<file path="src/rtl/cptl_pkg.sv">
// ----------------------------------------------------------------------------
// cptl_pkg
// Shared types, codes and constants of the code point trie lookup block.
// ----------------------------------------------------------------------------
package cptl_pkg;

	localparam int INDEX_DEPTH_DEF = 4096;
	localparam int DATA_DEPTH_DEF  = 16384;

	// full-width address sums, never wrapped
	localparam int IA_W = 17;
	localparam int DA_W = 19;

	localparam int ADDR_W = 4;

	localparam logic [1:0] CMD_LOOKUP   = 2'd0;
	localparam logic [1:0] CMD_WR_INDEX = 2'd1;
	localparam logic [1:0] CMD_WR_DATA  = 2'd2;

	localparam logic [1:0] REG_TOP_POINT  = 2'd0;
	localparam logic [1:0] REG_DEFAULT    = 2'd1;
	localparam logic [1:0] REG_STAGE_BASE = 2'd2;

	localparam logic [20:0] TOP_POINT_RST  = 21'h10FFFF;
	localparam logic [31:0] DEFAULT_RST    = 32'h0;
	localparam logic [11:0] STAGE_BASE_RST = 12'd64;

	localparam logic [20:0] ASCII_LAST = 21'h7F;
	localparam logic [20:0] BMP_LAST   = 21'hFFF;

	typedef struct packed {
		logic [1:0]  cmd;
		logic [20:0] code_point;
		logic [17:0] store_address;
		logic [31:0] store_word;
	} in_word_t;

	typedef struct packed {
		logic [31:0] lookup_value;
		logic        address_fault;
	} out_word_t;

	typedef struct packed {
		logic [20:0] top_point;
		logic [31:0] fallback_value;
		logic [11:0] stage_one_base;
	} cfg_t;

endpackage

</file>
<file path="src/rtl/cptl_regs.sv">
// ----------------------------------------------------------------------------
// cptl_regs
// APB register file: top code point, fallback value and stage-one base.
// ----------------------------------------------------------------------------
module cptl_regs (
	input  logic                          clk,
	input  logic                          arst_n,
	input  logic                          psel,
	input  logic                          penable,
	input  logic                          pwrite,
	input  logic [cptl_pkg::ADDR_W-1:0]   paddr,
	input  logic [31:0]                   pwdata,
	output logic [31:0]                   prdata,
	output logic                          pready,
	output cptl_pkg::cfg_t                cfg
);
	import cptl_pkg::*;

	cfg_t cfg_q;
	logic wr_en;

	assign pready = 1'b1;
	assign wr_en  = psel && penable && pwrite;
	assign cfg    = cfg_q;

	always_ff @(posedge clk or negedge arst_n) begin
		if (!arst_n) begin
			cfg_q.top_point      <= TOP_POINT_RST;
			cfg_q.fallback_value <= DEFAULT_RST;
			cfg_q.stage_one_base <= STAGE_BASE_RST;
		end else if (wr_en) begin
			unique case (paddr[3:2])
				REG_TOP_POINT:  cfg_q.top_point      <= pwdata[20:0];
				REG_DEFAULT:    cfg_q.fallback_value <= pwdata;
				REG_STAGE_BASE: cfg_q.stage_one_base <= pwdata[11:0];
				default: ;
			endcase
		end
	end

	always_comb begin
		unique case (paddr[3:2])
			REG_TOP_POINT:  prdata = {11'd0, cfg_q.top_point};
			REG_DEFAULT:    prdata = cfg_q.fallback_value;
			REG_STAGE_BASE: prdata = {20'd0, cfg_q.stage_one_base};
			default:        prdata = 32'd0;
		endcase
	end

endmodule

</file>
<file path="config.mk">
export PLATFORM = sky130hd
export DESIGN_NAME = cptl_regs
export DESIGN_NICKNAME = d
export VERILOG_FILES = /design/src/rtl/cptl_pkg.sv /design/src/rtl/cptl_regs.sv
export SDC_FILE = /design/constraint.sdc
export NUM_CORES = 1
export LEC_CHECK = 0
export BUFFER_PORTS_ARGS = -buffer_cell sky130_fd_sc_hd__buf_2
export CAP_MARGIN = 20
export CORE_AREA = 2 2 95 97
export DETAILED_ROUTE_END_ITERATION = 10
export DIE_AREA = 0 0 97 99
export HOLD_SLACK_MARGIN = 0.03
export PLACE_DENSITY = 0.69
export SYNTH_ARGS = -nofsm -noshare
export SYNTH_HDL_FRONTEND = slang
export SYNTH_SLANG_ARGS = --single-unit
export TNS_END_PERCENT = 50
</file>
<file path="constraint.sdc">
create_clock -name clk -period 1.1 [get_ports clk]
set_input_delay 0.055 -clock clk [delete_from_list [all_inputs] [get_ports clk]]
set_output_delay 0.055 -clock clk [all_outputs]
set_load 0.005 [all_outputs]
</file>
==> results of run 1 <==
power by group through the flow:
stage               logic [uW]  registers (uW)  clock network, uW
floorplan                  852            3520                  0
global placement          1870            3500                  0
detailed placement        1930            3530                  0
CTS                       2250            3470               1830
global route              2520            3550               1960
finish                    2330            3470               1770
synth_stat cells:
cell type   n
mux2_2     55
dfrtp_1    47
mux2i_1    21
dfstp_2    18
nand2_1    12
o21ai_0    12
and2_1     11
mux2_4     10
nor2_1      9
buf_4       7
clkbuf_1    4
buf_2       2
buf_6       2
nor2b_1     2
conb_1      1
nand3_1     1
nor3_1      1
nor3b_2     1
or3b_4      1
worst max-delay path: stages (launching register included):
cell and delay, ns:
dfstp_2 0.54, mux2i_1 0.08, o21ai_1 0.14, buf_2 0.14
stage by stage:
stage / TNS (ns) / total power (uW)
5_1_grt: -4.412 / 8030
2_1_floorplan: -2.353 / 4368
4_1_cts: -2.780 / 7552
6_report: -2.303 / 7572
3_5_place_dp: -15.15 / 5454
3_3_place_gp: -13.09 / 5369
routing by layer:
layer  up-vias  global-route usage (%)
met5         -                       0
met4         0                   6.934
met3        12                   2.908
met2        91                   30.66
met1      1195                   19.84
li1       1131                       -
cell families after synthesis:
kind of cell | Yosys count | synth area share (%)
compound gates | 12 | 2.011
buf+inv | 15 | 3.351
flops | 65 | 55.22
mux | 86 | 32.80
other cells | 1 | 0.1256
simple gates | 38 | 6.493
worst min-delay path by stage:
| stage | to | slack [ns] | cells past startpoint |
|---|---|---|---|
| final | cfg[15] | 0.25 | 3 |
| after global routing | cfg[19] | 0.28 | 3 |
| after detailed placement | cfg[15] | 0.1 | 2 |
| after global placement | cfg[15] | 0.09 | 2 |
| after floorplan | cfg[0] | -0.24 | 0 |
| after CTS | cfg[15] | 0.27 | 3 |
layout make-up:
cell class | instances | area share (%)
well taps | 108 | 2.981
flip-flops and latches | 65 | 36.38
clock inverters | 5 | 0.7176
repair buffers | 194 | 29.23
multi-input cells | 137 | 27.66
clock buffers | 10 | 3.036
timing repair:
item                                   4_1_cts  5_1_grt
endpoints found under the hold margin      130        0
pin swaps                                    0        2
resized for setup                           18        9
hold buffers                                33        0
setup endpoints to repair                   21       33
setup buffers                                9        3
==> impl_metrics.tcl, run 1 <==
set metrics [dict create \
    status "finished, violations left" \
    violations "negative setup slack" \
    place_area_um2 3864 \
    portBuffers 135 \
    ys_types 19 \
    regArea_um2 1649 \
    rows 34 \
    fin_nets 448 \
    p_switching_uw 2194 \
    ys_warn_count 0 \
    cts-root-buf "clkbuf_8" \
    clk_latency_ns 0.32 \
    overflow 0 \
    period_needed_ns 1.296 \
    power_density_nw_per_um2 1670 \
    power.share.switching_pct 28.98 \
    holdCritPathClass "primary input to asynchronous set/reset pin" \
    cts_tree "built" \
    ys_ff_latch 65 \
    antenna_cells 0 \
    largest_register_ff_count 65 \
    hold_viol 0 \
    gp_congestion 0.7424 \
    grt_pass1_vias 2531 \
    reg2reg_to "cfg[48]" \
    multi_input_comb_area_um2 1254 \
    dr_total_vias 2429 \
    final_max_slew_viol_count 0 \
    ios 139 \
    antenna_found_initial 0 \
    fin_area_um2 4533 \
    setup_slack_ns -0.1962 \
    critPathArrivalTime_ns 1.24 \
    fp.dieW_um 97 \
    p_clk_share_pct 23.4 \
    area_growth_pct 51.78 \
    r2r_start "cfg[48]" \
    clkSinkCount 65 \
    layout_common_cells "buf_2 (125), mux2_2 (55), dfrtp_1 (47)" \
    clock.fmax_mhz 771.5 \
    worstPathMaxFanout 2 \
    top_layer_used "met4" \
    synth_cells 217 \
    pwr-share-comb_pct 30.8 \
    seqPwrFrac_pct 45.9 \
    routed-wl-met2_um 4298 \
    critPathLaunchType "flop" \
    h-tree-depth 3 \
    dieArea_um2 9603 \
    worstSetupStartpoint "cfg[48]" \
    drive_gt1_share_pct 64.23 \
    clk_pin_slew_ns 0.08 \
    dp_cells 459 \
    track_usage_pct 16.91 \
    hold-worst-slack_ns 0.2544 \
    numCtsBuffers 9 \
    clk_path_buf_depth 2 \
    cp-end-kind "primary output" \
    internal_power_uw 5378 \
    drt_wl_total_um 8133 \
    skew_ns 0 \
    syn-num-nets 258 \
    vias_per_cell 4.680 \
    remaining_drc_errors 0 \
    grt_max_degree 66 \
    reg2regPathDepth 3 \
    rsz0062_at_grt "yes" \
    ys_seq_area_share_pct 55.22 \
    nFillCells 750 \
    post-route-period-util_pct 117.8 \
    netlist_area_um2 2987 \
    crit_type "flop to primary output" \
    drtAntennaViolNets 0 \
    syn_area_per_cell_um2 13.76 \
    fin_cells 519 \
    met3WireLength_um 398 \
    core_um2 8551 \
    grt_pass1_wl_um 12880 \
    routedWlPerCell_um 15.67 \
    final-setup-viol-count 27 \
    wl_met1_um 3310 \
    die_y_um 99 \
    r2r_slack_ns 0.17 \
    yosysTopAreaCell "dfrtp_1" \
    worst-endpoint-required_ns 1.04 \
    yosysTopAreaCellShare_pct 39.38 \
    peakVddDrop_uv 759.0 \
    yosys-top-cells-area "dfrtp_1 (39%), mux2_2 (21%), dfstp_2 (16%)" \
    final_common_cell "buf_2" \
    post-place-ws_ns -0.2695 \
    p_leak_uw 0.002278 \
    maxCapViolations 0 \
    firstDrtPassIters 4 \
    final_util_pct 53.01 \
    start_util_pct 34.93 \
    dpl.hpwl_um 5400 \
    crit_end "prdata[4]" \
    drt-initial-drc-count 48 \
]
Note: power is estimated with default switching activity, not from simulation.
==> inputs of run 2 (changes only) <==
--- a/config.mk
+++ b/config.mk
@@ -11,7 +11,6 @@
 export DETAILED_ROUTE_END_ITERATION = 10
 export DIE_AREA = 0 0 97 99
 export HOLD_SLACK_MARGIN = 0.03
-export PLACE_DENSITY = 0.69
 export SYNTH_ARGS = -nofsm -noshare
 export SYNTH_HDL_FRONTEND = slang
 export SYNTH_SLANG_ARGS = --single-unit
==> constraint.sdc (replaced) <==
create_clock -name clk -period 1.5 [get_ports clk]
set_input_delay 0.075 -clock clk [delete_from_list [all_inputs] [get_ports clk]]
set_output_delay 0.075 -clock clk [all_outputs]
set_load 0.005 [all_outputs]
==> run 2 against run 1 <==
The run now ends clean; core utilization down 2.0 points; register-to-register slack better by 0.54 ns; worst hold slack gained 0.038 ns; global-route usage decreased by 1.3 points; clock power shrank 17%; power decreased by 28%; critical path type unchanged; sequential power shrank 27%; non-clock buffer count shrank 16; critical path depth unchanged.
==> impl_metrics.tcl, run 2 (synthesis gave the netlist of run 1 again) <==
set metrics [dict create \
    status "finished, final reports clean" \
    crit_type "flop to primary output" \
    clk_pin_slew_ns 0.07 \
    overflow 0 \
    r2r_start "cfg[20]" \
    power.share.switching_pct 27.67 \
    r2r_slack_ns 0.71 \
    hold_viol 0 \
    p_switching_uw 1507 \
    seqPwrFrac_pct 46.8 \
    cts_tree "built" \
    grt_pass1_wl_um 11890 \
    clk_path_buf_depth 2 \
    busiest_layer "met2" \
    p_clk_share_pct 26.9 \
    largest_register_ff_count 65 \
    skew_ns 0 \
    final_max_slew_viol_count 0 \
    layout_common_cells "buf_2 (135), mux2_2 (55), dfrtp_1 (47)" \
    power_density_nw_per_um2 1249 \
    drt_wl_total_um 7429 \
    post-place-ws_ns 0.1115 \
    fin_setup_tns_ns 0 \
    ios 139 \
    internal_power_uw 3940 \
    numCtsBuffers 9 \
    critPathArrivalTime_ns 1.25 \
    cp-end-kind "primary output" \
    reg2regPathDepth 1 \
    grt_max_degree 66 \
    drive_gt1_share_pct 62.37 \
    worstPathMaxFanout 3 \
    antenna_cells 0 \
    pwr-share-comb_pct 26.3 \
    clkSinkCount 65 \
    crit_end "prdata[6]" \
    period_needed_ns 1.323 \
    max_stage_delay_ns 0.55 \
    routedWlPerCell_um 14.74 \
    firstDrtPassIters 2 \
    fin_nets 432 \
    antenna_found_initial 0 \
    h-tree-depth 3 \
    grt_use_met1_pct 19.49 \
    worst-endpoint-required_ns 1.42 \
    area_growth_pct 46.08 \
    vias_per_cell 4.609 \
    post-route-period-util_pct 88.23 \
    core_um2 8551 \
    critPathTopFamily "flip-flops" \
    start_util_pct 34.93 \
    maxCapViolations 0 \
    track_usage_pct 15.65 \
    cpMaxStageDelayCell "dfstp_2" \
    clk_latency_ns 0.33 \
    rows 34 \
    place_area_um2 3834 \
    cts-root-buf "clkbuf_8" \
    final_common_cell "buf_2" \
    worst-path-buf-inv 1 \
    die_y_um 99 \
    gr-usage-met3_pct 4.468 \
    peakVddDrop_uv 529.7 \
    path_cells "mux2i_1 > o21ai_0 > buf_2" \
    portBuffers 135 \
    fp.dieW_um 97 \
    drtAntennaViolNets 0 \
    fin_area_um2 4363 \
    holdCritPathClass "primary input to asynchronous set/reset pin" \
    grt_util_met2_pct 26.23 \
    clock.fmax_mhz 755.6 \
    remaining_drc_errors 0 \
    final-setup-viol-count 0 \
    final_util_pct 51.02 \
    grt_pass1_vias 2332 \
    dieArea_um2 9603 \
    reg2reg_to "cfg[20]" \
    drt-initial-drc-count 81 \
    p_leak_uw 0.002192 \
    dpl.hpwl_um 4922 \
    worstSetupStartpoint "cfg[50]" \
    critPathLaunchType "flop" \
    rsz0062_at_grt "no" \
    setup_slack_ns 0.1766 \
    dr_total_vias 2323 \
    crit_cells 3 \
    gp_congestion 0.7647 \
]
==> run 2: tightest hold or removal path: stages <==
cell and delay (ns):
dlygate4sd3_1 0.52, buf_2 0.12, buf_12 0.30
==> run 2: what timing repair did <==
item	CTS	global route
resized for setup	0	1
buffers inserted	0	0
hold endpoints to repair	112	0
hold buffers	33	0
endpoints found under the setup margin	0	11
==> run 2: worst min-delay path by stage <==
stage / to / cells after the start / slack (ns) / start
after floorplan: cfg[0] / 0 / -0.22 / arst_n
after global placement: cfg[17] / 2 / 0.12 / arst_n
after detailed placement: cfg[17] / 2 / 0.12 / arst_n
after CTS: cfg[17] / 3 / 0.29 / arst_n
after global routing: cfg[17] / 3 / 0.32 / arst_n
final: cfg[17] / 3 / 0.29 / arst_n
==> run 2: layout make-up <==
class | count | area [um2]
Clock inverter | 5 | 55.05
Multi-Input combinational cell | 137 | 1251
Sequential cell | 65 | 1649
Tap cell | 108 | 135.1
Timing Repair Buffer | 178 | 1131
Fill cell | 758 | 4188
Clock buffer | 11 | 141.4
==> run 2: power groups by stage <==
stage	clock network [uW]	registers, uW	logic [uW]
floorplan	0	2580	625
global placement	0	2560	1360
detailed placement	0	2570	1390
CTS	1530	2550	1450
global route	1620	2620	1570
finish	1470	2550	1430
==> run 2: per-stage QoR <==
stage | instances | hold WS, ns | power [uW]
4_1_cts | 504 | 0.2911 | 5528
3_3_place_gp | 455 | 0.1194 | 3926
5_1_grt | 504 | 0.3162 | 5809
2_1_floorplan | 217 | -0.2206 | 3203
6_report | 504 | 0.2926 | 5447
3_5_place_dp | 455 | 0.1201 | 3961
==> run 2: metal layers <==
| metal | wire, um | vias to the layer above |
|---|---|---|
| li1 | - | 1099 |
| met1 | 3297 | 1139 |
| met4 | 103 | 0 |
| met3 | 384 | 10 |
| met5 | 0 | - |
| met2 | 3643 | 75 |
